### src/assert_macros.svh
// assertion macros used by the top-level core
// no dependencies

`ifndef ASSERT_MACROS_SVH
`define ASSERT_MACROS_SVH

// consequent holds in the same cycle as the antecedent
`define ASSERT_IMPLIES(label, clk, rst_n, ante, cons) \
    label: assert property (@(posedge clk) disable iff (!rst_n) (ante) |-> (cons)) \
        else $error("assertion failed");

// consequent holds in the cycle after the antecedent
`define ASSERT_NEXT(label, clk, rst_n, ante, cons) \
    label: assert property (@(posedge clk) disable iff (!rst_n) (ante) |=> (cons)) \
        else $error("assertion failed");

`endif

### src/ndt_pkg.sv
// package for the transpose address generator: codes, config bundle, axis check
// no dependencies
`timescale 1ns / 1ps

package ndt_pkg;

    localparam int NUM_CFG_SIZES = 4;
    localparam int CFG_SIZE_W    = 16;
    localparam int CFG_DIMS_W    = 3;
    localparam int ORDER_W       = 8;
    localparam int AXIS_W        = 3;
    localparam int DIM_LIMIT     = 8;
    localparam int NDIM_W        = 4;
    localparam int CFG_IDX_W     = 3;
    localparam int VALUE_W       = 64;
    localparam int STATUS_W      = 2;

    localparam int DEF_MAX_DIMS     = 4;
    localparam int DEF_DIM_WIDTH    = 16;
    localparam int DEF_OFFSET_WIDTH = 32;

    // register indexes
    localparam logic [CFG_IDX_W-1:0] REG_NUM_DIMS   = 3'd0;
    localparam logic [CFG_IDX_W-1:0] REG_DIM_SIZE_0 = 3'd1;
    localparam logic [CFG_IDX_W-1:0] REG_DIM_SIZE_1 = 3'd2;
    localparam logic [CFG_IDX_W-1:0] REG_DIM_SIZE_2 = 3'd3;
    localparam logic [CFG_IDX_W-1:0] REG_DIM_SIZE_3 = 3'd4;
    localparam logic [CFG_IDX_W-1:0] REG_AXIS_ORDER = 3'd5;

    // status codes
    localparam logic [STATUS_W-1:0] ST_OK       = 2'd0;
    localparam logic [STATUS_W-1:0] ST_NO_DIMS  = 2'd1;
    localparam logic [STATUS_W-1:0] ST_AXIS_OOR = 2'd2;
    localparam logic [STATUS_W-1:0] ST_DUP_AXIS = 2'd3;

    typedef struct packed {
        logic [CFG_DIMS_W-1:0]                     num_dims;
        logic [NUM_CFG_SIZES-1:0][CFG_SIZE_W-1:0]  dim_size;
        logic [ORDER_W-1:0]                        axis_order;
    } ndt_cfg_t;

    // source axis taken by output axis j
    function automatic logic [AXIS_W-1:0] axis_of(input logic [ORDER_W-1:0] order,
                                                  input logic [NDIM_W-1:0] j);
        logic [AXIS_W-1:0] r;
        r = '0;
        if (j < NDIM_W'(4))
            r = {1'b0, order[2*j[1:0] +: 2]};
        return r;
    endfunction

    // configuration check, priority no dims, out of range, duplicate
    function automatic logic [STATUS_W-1:0] check_cfg(input logic [ORDER_W-1:0] order,
                                                      input logic [NDIM_W-1:0] n);
        logic [STATUS_W-1:0]  err;
        logic [DIM_LIMIT-1:0] seen;
        logic                 oor;
        logic                 dup;
        logic [AXIS_W-1:0]    a;
        err  = ST_OK;
        seen = '0;
        oor  = 1'b0;
        dup  = 1'b0;
        for (int j = 0; j < DIM_LIMIT; j++)
        begin
            a = axis_of(order, NDIM_W'(j));
            if (NDIM_W'(j) < n)
            begin
                if ({1'b0, a} >= n)
                    oor = 1'b1;
                if (seen[a])
                    dup = 1'b1;
                seen[a] = 1'b1;
            end
        end
        if (n == '0)
            err = ST_NO_DIMS;
        else if (oor)
            err = ST_AXIS_OOR;
        else if (dup)
            err = ST_DUP_AXIS;
        return err;
    endfunction

endpackage

### src/ndt_front.sv
// front: two-entry queue of element beats ahead of the address engine
// depends on ndt_pkg
`timescale 1ns / 1ps

module ndt_front
(
    input  logic                        clk,
    input  logic                        rst_n,
    input  logic                        in_valid,
    output logic                        in_stall,
    input  logic [ndt_pkg::VALUE_W-1:0] element_value,
    output logic                        q_valid,
    input  logic                        q_pop,
    output logic [ndt_pkg::VALUE_W-1:0] q_value
);
    import ndt_pkg::*;

    logic [1:0][VALUE_W-1:0] mem_reg;
    logic                    wr_ptr_reg;
    logic                    wr_ptr_next;
    logic                    rd_ptr_reg;
    logic                    rd_ptr_next;
    logic [1:0]              count_reg;
    logic [1:0]              count_next;
    logic                    push;
    logic                    pop;

    assign in_stall = (count_reg == 2'd2);
    assign push     = in_valid && !in_stall;
    assign q_valid  = (count_reg != 2'd0);
    assign pop      = q_pop && q_valid;
    assign q_value  = mem_reg[rd_ptr_reg];

    always_comb
    begin
        wr_ptr_next = push ? !wr_ptr_reg : wr_ptr_reg;
        rd_ptr_next = pop ? !rd_ptr_reg : rd_ptr_reg;
        count_next  = count_reg + {1'b0, push} - {1'b0, pop};
    end

    always_ff @(posedge clk or negedge rst_n)
    begin
        if (!rst_n)
        begin
            wr_ptr_reg <= 1'b0;
            rd_ptr_reg <= 1'b0;
            count_reg  <= 2'd0;
        end
        else
        begin
            wr_ptr_reg <= wr_ptr_next;
            rd_ptr_reg <= rd_ptr_next;
            count_reg  <= count_next;
        end
    end

    always_ff @(posedge clk)
    begin
        if (push)
            mem_reg[wr_ptr_reg] <= element_value;
    end

endmodule

### src/ndt_engine.sv
// back end: pass setup (check, strides, step deltas) and per-beat address step
// depends on ndt_pkg
`timescale 1ns / 1ps

module ndt_engine
#(
    parameter int MAX_DIMS     = ndt_pkg::DEF_MAX_DIMS,
    parameter int DIM_WIDTH    = ndt_pkg::DEF_DIM_WIDTH,
    parameter int OFFSET_WIDTH = ndt_pkg::DEF_OFFSET_WIDTH
)
(
    input  logic                         clk,
    input  logic                         rst_n,
    input  ndt_pkg::ndt_cfg_t            cfg,
    input  logic                         q_valid,
    output logic                         q_pop,
    input  logic [ndt_pkg::VALUE_W-1:0]  q_value,
    output logic                         out_valid,
    input  logic                         out_stall,
    output logic [OFFSET_WIDTH-1:0]      target_offset,
    output logic [ndt_pkg::VALUE_W-1:0]  out_value,
    output logic [ndt_pkg::STATUS_W-1:0] status,
    output logic                         last
);
    import ndt_pkg::*;

    localparam int IDX_W = (MAX_DIMS > 1) ? $clog2(MAX_DIMS) : 1;
    localparam int CNT_W = $clog2(MAX_DIMS + 1);
    localparam int PROD_W = OFFSET_WIDTH + DIM_WIDTH;

    localparam logic [1:0] S_IDLE   = 2'd0;
    localparam logic [1:0] S_STRIDE = 2'd1;
    localparam logic [1:0] S_DELTA  = 2'd2;
    localparam logic [1:0] S_RUN    = 2'd3;

    logic [1:0]                                state_reg;
    logic [1:0]                                state_next;
    logic [CNT_W-1:0]                          n_reg;
    logic [ORDER_W-1:0]                        order_reg;
    logic [STATUS_W-1:0]                       err_reg;
    logic [CNT_W-1:0]                          step_reg;
    logic [OFFSET_WIDTH-1:0]                   run_reg;
    logic [OFFSET_WIDTH-1:0]                   suf_reg;
    logic [OFFSET_WIDTH-1:0]                   offset_reg;
    logic [MAX_DIMS-1:0][DIM_WIDTH-1:0]        size_reg;
    logic [MAX_DIMS-1:0][DIM_WIDTH-1:0]        cnt_reg;
    logic [MAX_DIMS-1:0][OFFSET_WIDTH-1:0]     stride_reg;
    logic [MAX_DIMS-1:0][OFFSET_WIDTH-1:0]     span_reg;
    logic [MAX_DIMS-1:0][OFFSET_WIDTH-1:0]     delta_reg;
    logic                                      out_valid_reg;
    logic [OFFSET_WIDTH-1:0]                   out_offset_reg;
    logic [VALUE_W-1:0]                        out_value_reg;
    logic [STATUS_W-1:0]                       out_status_reg;
    logic                                      out_last_reg;

    logic [CNT_W-1:0]                          n_sat;
    logic [MAX_DIMS-1:0][DIM_WIDTH-1:0]        size_in;
    logic [IDX_W-1:0]                          ax_idx;
    logic [IDX_W-1:0]                          k_idx;
    logic [PROD_W-1:0]                         prod;
    logic                                      out_free;
    logic                                      fire;
    logic                                      hit;
    logic [IDX_W-1:0]                          hit_idx;

    assign out_free = !out_valid_reg || !out_stall;
    assign fire     = (state_reg == S_RUN) && q_valid && out_free;
    assign q_pop    = fire;

    always_comb
    begin
        if ({1'b0, cfg.num_dims} > (CFG_DIMS_W + 1)'(MAX_DIMS))
            n_sat = CNT_W'(MAX_DIMS);
        else
            n_sat = CNT_W'(cfg.num_dims);
        for (int i = 0; i < MAX_DIMS; i++)
        begin
            if (i < NUM_CFG_SIZES)
                size_in[i] = DIM_WIDTH'(cfg.dim_size[i]);
            else
                size_in[i] = DIM_WIDTH'(1);
            if (size_in[i] == '0)
                size_in[i] = DIM_WIDTH'(1);
        end
        ax_idx = IDX_W'(axis_of(order_reg, NDIM_W'(step_reg - CNT_W'(1))));
        k_idx  = IDX_W'(step_reg - CNT_W'(1));
        prod   = PROD_W'(run_reg) * PROD_W'(size_reg[ax_idx]);
        // innermost axis in use that still has room to count
        hit     = 1'b0;
        hit_idx = '0;
        for (int i = 0; i < MAX_DIMS; i++)
        begin
            if (CNT_W'(i) < n_reg
                && ({1'b0, cnt_reg[i]} + (DIM_WIDTH + 1)'(1)) < {1'b0, size_reg[i]})
            begin
                hit     = 1'b1;
                hit_idx = IDX_W'(i);
            end
        end
    end

    always_comb
    begin
        state_next = state_reg;
        case (state_reg)
            S_IDLE:
            begin
                if (q_valid)
                begin
                    if (check_cfg(cfg.axis_order, NDIM_W'(n_sat)) == ST_OK)
                        state_next = S_STRIDE;
                    else
                        state_next = S_RUN;
                end
            end
            S_STRIDE:
            begin
                if (step_reg == '0)
                    state_next = S_DELTA;
            end
            S_DELTA:
            begin
                if (step_reg == '0)
                    state_next = S_RUN;
            end
            S_RUN:
            begin
                if (fire && (err_reg != ST_OK || !hit))
                    state_next = S_IDLE;
            end
            default:
            begin
                state_next = S_IDLE;
            end
        endcase
    end

    always_ff @(posedge clk or negedge rst_n)
    begin
        if (!rst_n)
        begin
            state_reg     <= S_IDLE;
            n_reg         <= '0;
            order_reg     <= '0;
            err_reg       <= ST_OK;
            step_reg      <= '0;
            run_reg       <= '0;
            suf_reg       <= '0;
            offset_reg    <= '0;
            size_reg      <= '0;
            cnt_reg       <= '0;
            out_valid_reg <= 1'b0;
        end
        else
        begin
            state_reg <= state_next;
            if (out_free)
                out_valid_reg <= fire;
            case (state_reg)
                S_IDLE:
                begin
                    if (q_valid)
                    begin
                        n_reg      <= n_sat;
                        order_reg  <= cfg.axis_order;
                        err_reg    <= check_cfg(cfg.axis_order, NDIM_W'(n_sat));
                        size_reg   <= size_in;
                        cnt_reg    <= '0;
                        offset_reg <= '0;
                        step_reg   <= n_sat;
                        run_reg    <= OFFSET_WIDTH'(1);
                    end
                end
                S_STRIDE:
                begin
                    if (step_reg == '0)
                    begin
                        step_reg <= n_reg;
                        suf_reg  <= '0;
                    end
                    else
                    begin
                        run_reg  <= OFFSET_WIDTH'(prod);
                        step_reg <= step_reg - CNT_W'(1);
                    end
                end
                S_DELTA:
                begin
                    if (step_reg != '0)
                    begin
                        suf_reg  <= suf_reg + span_reg[k_idx] - stride_reg[k_idx];
                        step_reg <= step_reg - CNT_W'(1);
                    end
                end
                S_RUN:
                begin
                    if (fire && err_reg == ST_OK)
                    begin
                        if (hit)
                        begin
                            offset_reg <= offset_reg + delta_reg[hit_idx];
                            for (int i = 0; i < MAX_DIMS; i++)
                            begin
                                if (IDX_W'(i) == hit_idx)
                                    cnt_reg[i] <= cnt_reg[i] + DIM_WIDTH'(1);
                                else if (IDX_W'(i) > hit_idx)
                                    cnt_reg[i] <= '0;
                            end
                        end
                        else
                        begin
                            offset_reg <= '0;
                            cnt_reg    <= '0;
                        end
                    end
                end
                default:
                begin
                end
            endcase
        end
    end

    // stride tables and output payload
    always_ff @(posedge clk)
    begin
        if (state_reg == S_STRIDE && step_reg != '0)
        begin
            stride_reg[ax_idx] <= run_reg;
            span_reg[ax_idx]   <= OFFSET_WIDTH'(prod);
        end
        if (state_reg == S_DELTA && step_reg != '0)
            delta_reg[k_idx] <= stride_reg[k_idx] - suf_reg;
        if (fire)
        begin
            out_value_reg  <= q_value;
            out_status_reg <= err_reg;
            if (err_reg != ST_OK)
            begin
                out_offset_reg <= '0;
                out_last_reg   <= 1'b1;
            end
            else
            begin
                out_offset_reg <= offset_reg;
                out_last_reg   <= !hit;
            end
        end
    end

    assign out_valid     = out_valid_reg;
    assign target_offset = out_offset_reg;
    assign out_value     = out_value_reg;
    assign status        = out_status_reg;
    assign last          = out_last_reg;

endmodule

### src/nd_transpose_address_generator_core.sv
// An N-dimensional transpose address generator. Source elements enter one beat
// at a time in row-major order; each leaves with its offset in the transposed
// tensor, its value unchanged, a status code and a last flag on the final beat
// of a pass. The first beat of a pass waits for setup: the configuration is latched
// and checked, strides are built through the shared stride multiplier, and then
// per-axis step deltas are built. After that each beat is a counter step and a
// single add of a precomputed delta, and a new beat is taken while the last one
// waits in the output register unless the output stalls. An error pass takes one
// beat. Configuration is taken on the cfg port at any time, cfg_ready is
// always high, and it only matters when the next pass starts.
// depends on ndt_pkg, ndt_front, ndt_engine, assert_macros.svh
`timescale 1ns / 1ps
`include "assert_macros.svh"

module nd_transpose_address_generator_core
#(
    parameter int MAX_DIMS     = ndt_pkg::DEF_MAX_DIMS,
    parameter int DIM_WIDTH    = ndt_pkg::DEF_DIM_WIDTH,
    parameter int OFFSET_WIDTH = ndt_pkg::DEF_OFFSET_WIDTH
)
(
    input  logic                           clk,
    input  logic                           rst_n,
    // config write channel
    input  logic                           cfg_valid,
    output logic                           cfg_ready,
    input  logic [ndt_pkg::CFG_IDX_W-1:0]  cfg_index,
    input  logic [ndt_pkg::CFG_SIZE_W-1:0] cfg_data,
    // element input
    input  logic                           in_valid,
    output logic                           in_stall,
    input  logic [ndt_pkg::VALUE_W-1:0]    element_value,
    // result output
    output logic                           out_valid,
    input  logic                           out_stall,
    output logic [OFFSET_WIDTH-1:0]        target_offset,
    output logic [ndt_pkg::VALUE_W-1:0]    out_value,
    output logic [ndt_pkg::STATUS_W-1:0]   status,
    output logic                           last
);
    import ndt_pkg::*;

    ndt_cfg_t           cfg_reg;
    logic               q_valid;
    logic               q_pop;
    logic [VALUE_W-1:0] q_value;

    // registers are to be written only between passes (the block does not enforce it), so no hold-off is needed
    assign cfg_ready = 1'b1;

    always_ff @(posedge clk or negedge rst_n)
    begin
        if (!rst_n)
        begin
            cfg_reg.num_dims   <= CFG_DIMS_W'(1);
            cfg_reg.dim_size   <= {NUM_CFG_SIZES{CFG_SIZE_W'(1)}};
            cfg_reg.axis_order <= ORDER_W'(228);  // identity order
        end
        else if (cfg_valid && cfg_ready)
        begin
            case (cfg_index)
                REG_NUM_DIMS:   cfg_reg.num_dims    <= cfg_data[CFG_DIMS_W-1:0];
                REG_DIM_SIZE_0: cfg_reg.dim_size[0] <= cfg_data;
                REG_DIM_SIZE_1: cfg_reg.dim_size[1] <= cfg_data;
                REG_DIM_SIZE_2: cfg_reg.dim_size[2] <= cfg_data;
                REG_DIM_SIZE_3: cfg_reg.dim_size[3] <= cfg_data;
                REG_AXIS_ORDER: cfg_reg.axis_order  <= cfg_data[ORDER_W-1:0];
                default:
                begin
                end
            endcase
        end
    end

    // front queue decouples the source from pass setup stalls
    ndt_front u_front
    (
        .clk           (clk),
        .rst_n         (rst_n),
        .in_valid      (in_valid),
        .in_stall      (in_stall),
        .element_value (element_value),
        .q_valid       (q_valid),
        .q_pop         (q_pop),
        .q_value       (q_value)
    );

    // back end does setup, address stepping and holds the result register
    ndt_engine
    #(
        .MAX_DIMS     (MAX_DIMS),
        .DIM_WIDTH    (DIM_WIDTH),
        .OFFSET_WIDTH (OFFSET_WIDTH)
    )
    u_engine
    (
        .clk           (clk),
        .rst_n         (rst_n),
        .cfg           (cfg_reg),
        .q_valid       (q_valid),
        .q_pop         (q_pop),
        .q_value       (q_value),
        .out_valid     (out_valid),
        .out_stall     (out_stall),
        .target_offset (target_offset),
        .out_value     (out_value),
        .status        (status),
        .last          (last)
    );

    // an error beat closes its pass with offset zero
    `ASSERT_IMPLIES(a_err_closes, clk, rst_n, out_valid && status != ST_OK, last && target_offset == '0)
    // a beat taken mid-pass is followed only by ok beats of the same pass
    `ASSERT_NEXT(a_mid_pass_ok, clk, rst_n, out_valid && !out_stall && !last, !out_valid || status == ST_OK)

endmodule

### config.mk
export PLATFORM = sky130hd
export DESIGN_NAME = nd_transpose_address_generator_core
export DESIGN_NICKNAME = d
export VERILOG_FILES = /design/src/ndt_pkg.sv /design/src/ndt_front.sv /design/src/ndt_engine.sv /design/src/nd_transpose_address_generator_core.sv
export VERILOG_INCLUDE_DIRS = /design/src /design/src/src
export SDC_FILE = /design/constraint.sdc
export NUM_CORES = 2
export LEC_CHECK = 0
export BUFFER_PORTS_ARGS = -buffer_cell sky130_fd_sc_hd__buf_2
export CAP_MARGIN = 10
export CORE_MARGIN = 1.5
export CORE_UTILIZATION = 44
export CTS_BUF_LIST = sky130_fd_sc_hd__clkbuf_16
export DETAILED_ROUTE_END_ITERATION = 8
export MAX_ROUTING_LAYER = met4
export PLACE_DENSITY = 0.65
export SYNTH_ARGS = -nofsm -noshare
export SYNTH_HDL_FRONTEND = slang
export SYNTH_SLANG_ARGS = --single-unit
### constraint.sdc
create_clock -name clk -period 15.3 [get_ports clk]
set_clock_uncertainty 0.15 [all_clocks]
set_input_delay 0.765 -clock clk [delete_from_list [all_inputs] [get_ports clk]]
set_output_delay 0.765 -clock clk [all_outputs]
set_load 0.02 [all_outputs]
==> results.md <==
Run status:
- The run finished, with violations left.
- The final reports fail on hold timing.

CTS:
- The number of instances resized during post-cts repair is 0.
- The buffer count from post-CTS setup fixing is 0.
- The TritonCTS clock tree is done.
- The number of clock buffers added by TritonCTS is 96.
- The CTS clock-pin slew for the worst setup and hold paths is 0.06 ns.
- The root buffer selected by CTS is clkbuf_16.
- Hold repair after CTS inserted 0 buffers.
- The clock passes through at most 3 buffers.
- The H-tree level count is 3.
- The clock net sink count is 933.
- The later pin in the worst-skew pair is clocked with a latency of roughly 0.7 ns.

Placement:
- The global placement routability congestion is 0.920.
- The placed wire-length estimate after detailed placement is 87.0 mm.
- The number of buffer cells added on primary ports is 188.

STA:
- The final hold slack is -0.0103 ns.
- The max-slew violation count came to 0.
- The actual transition at the worst max-transition pin is 1.12 ns.
- Setup total negative slack on the finished layout was measured at 0 ns.
- The final worst-path cycle share is roughly two thirds.
- The number of setup violations in the final report is 0.
- The maximum clock frequency is approximately 0.098 GHz.
- The post-route minimum period is 10.17 ns.
- In this run the tightest slew margin relative to its limit is 25.2%.
- The hold violation count in the final report is 3.
- Setup repair after global routing left no endpoint under its margin.

Logic synthesis:
- Of the total synthesized cell area, the portion taken by XOR and XNOR cells is 3.23%.
- Ranked by instance count, the synthesized netlist is headed by edfxtp_1, inv_1, nand2_1.
- The number of synthesized register bits is just over 900.
- A synthesized cell averages ~12 µm².
- By area, the combinational part of the netlist is dominated by adder cells.
- The synthesized netlist occupies a cell area of approximately 55000 µm².
- The area share of the leading cell type in the synthesized netlist is between 30% and 40%.
- The synthesized-area fraction occupied by ao, oa, aoi and oai cells is 8.22%.
- The sequential-to-total area share from yosys stat is about half.
- The Yosys step of the flow raised 0 warnings.
- The number of nets handed over by synthesis was 5150.
- The number of synthesized flops with an enable pin is 611.
- Of the total synthesized cell area, the portion taken by AND, OR, NAND and NOR gates is 8.78%.
- The synthesized netlist devotes 17.9% of its cell area to adder and majority cells.
- The share of synthesized registers carrying an async set or reset is 34.5%.
- By area the synthesized netlist is led by edfxtp_1, dfrtp_1, fa_1, ha_1, mux2_2.
- The biggest area contributor in the post-synthesis netlist is edfxtp_1.
- Yosys mapped the design onto 76 distinct sky130hd cell types.
- The gate count of the mapped netlist is about 4500.
- The portion of netlist area occupied by mux cells is 8.25%.
- The most common cell in the synthesized netlist is edfxtp_1.
- For this run, the leading register cell type out of synthesis is edfxtp_1.

Worst setup path:
- The type of the setup path with the least slack is register to register.
- The critical path launch point type is a register.
- For the worst flop-to-flop path, the logic depth is 29.
- In this run the critical register-to-register path is launched from u_engine.step_reg[0].
- In this design, the largest share of critical-path delay is due to adder cells.
- The required time at the endpoint of the critical path is ~16 ns.
- The slowest stage of the critical path belongs to the cell dfrtp_4.
- Of all nets on the critical path, the largest fanout is 34.
- The critical path contains buffers and inverters numbering 7 combined.
- The most critical setup path has its startpoint at u_engine.step_reg[0].
- The critical path runs through a total of 29 cells.
- STA puts the critical path data arrival time at 10.57 ns.
- The worst setup path is captured at a register.
- The largest stage delay on the critical path is 0.83 ns.

Detailed routing:
- For this run, the detailed router's first-pass iteration total came to 6.
- After detailed routing, the number of remaining DRC violations is 0.
- The routed metal-1 wire length is 56.5 mm.
- The ratio of routed vias to standard cells is between 5 and 6.
- The starting DRC count in detailed routing is approximately 2400.
- Wire segments on met2 add up to 55.9 mm in the final route.
- The total via count after detailed routing is 34063.
- The detail-routed net length per standard cell is 19.1 µm.
- In this run the remaining antenna-violating nets after routing total 0.
- After detailed routing, no signal wire sits above met4.
- The routed design has roughly 120 mm of wire.
- The detailed-routed wire length on met3 is 6.80 mm.

Die:
- The core region is 123000 µm².
- The floorplan step set the die height to 355 µm.
- The die width is between 300 and 400 µm.
- The I/O pin total is 190.
- The row count is 129.
- The initial utilization of the core area, before any placement, comes to 44.2%.
- The area of the die is 126000 µm².

Global route:
- Entering global routing, the biggest net connects 135 pins.
- The initial antenna violation count is 1.
- For this run the aggregate overflow at the end of global routing stands at 0.
- The via count of the first global-routing pass came to 34909.
- The global-route wire length before repair is just under 200 mm.
- Global routing used 20.3% of the available tracks across all layers.

Layout:
- The number of nets in the final layout is 5320.
- Cells with a size suffix above 1 make up 15.3% of the layout.
- The area growth from synthesis to layout is 11.1%.

Job:
- The number of max-cap violations is 0.

Hold path:
- The path category of the worst min-delay check is input port to async pin.
[worst paths after layout]
kind | endpoint | slack [ns]
max | u_engine.run_reg[30] | 5.13
min | cfg_reg[31] | -0.01
max reg2reg | u_engine.run_reg[30] | 5.13
min reg2reg | u_engine.offset_reg[2] | 0.35
max in group asynchronous | u_engine.size_reg[7] | 13.42
min in group clk | u_front.mem_reg[4] | 0.10
[worst reg2reg max path: cells and delay by family (launching register included)]
kind                     cells  cell delay (ns)
XOR/XNOR                     1             0.21
multiplexers                 1             0.65
AO/OA/AOI/OAI               10             3.30
buffers and inverters        7             0.85
AND/OR/NAND/NOR              2             0.35
adder cells (fa/ha/maj)      8             3.68
flip-flops                   1             0.83
[layout by cell type (no fill, tap or decap), types with 43 or more instances in the layout]
cell type / synthesis / final
fa_1: 337 / 337
mux2_2: 234 / 234
mux4_2: 66 / 66
dfrtp_1: 313 / 311
edfxtp_1: 611 / 611
a22o_1: 85 / 85
buf_2: 4 / 187
nand3_1: 69 / 69
ha_1: 241 / 240
buf_4: 3 / 58
xor2_1: 69 / 69
nor2_1: 126 / 115
nand2_1: 459 / 459
and2_1: 170 / 170
xnor2_1: 127 / 127
o21ai_0: 163 / 162
nand2b_1: 43 / 43
a21oi_1: 119 / 117
inv_1: 582 / 605
clkbuf_16: 0 / 96
a21o_1: 69 / 69
[final cells by class]
type,instances,area [µm²]
fillers,10844,62800
flip-flops and latches,933,26400
multi-input cells,2793,25500
clock buffers,96,2400
inverters,583,2190
well taps,1637,2050
repair buffers,247,1410
clock inverters,85,743
diodes,2,5.00
[cells by family (layout without fill, tap and decap cells)]
family,Yosys count,in the layout
buf+inv,758,1011
xor+xnor,198,198
simple gates,1014,1014
mux,338,338
other cells,1,3
compound gates,664,664
flops,933,933
fa+ha+maj,578,578
[layer usage]
layer | up-vias | global-route usage (%)
li1 | 15791 | -
met1 | 17231 | 28.4
met2 | 872 | 31.0
met3 | 169 | 2.66
met4 | 0 | 5.54
met5 | - | -
[per-stage QoR]
step	instance area (µm²)	cells	hold WS [ns]	util [%]	setup slack [ns]
after floorplan	54600	4484	0.295	-	5.42
after global placement	57500	6193	0.331	46.6	5.33
after detailed placement	57500	6193	0.334	46.6	5.20
after CTS	60700	6374	0.0178	49.1	5.12
after global routing	60700	6375	0.0528	49.1	4.57
final	60700	6376	-0.0103	49.1	5.13
Power is left out: the tool's default activity adds up to more than one toggle a clock period on the data nets, which glitch-free logic cannot reach.
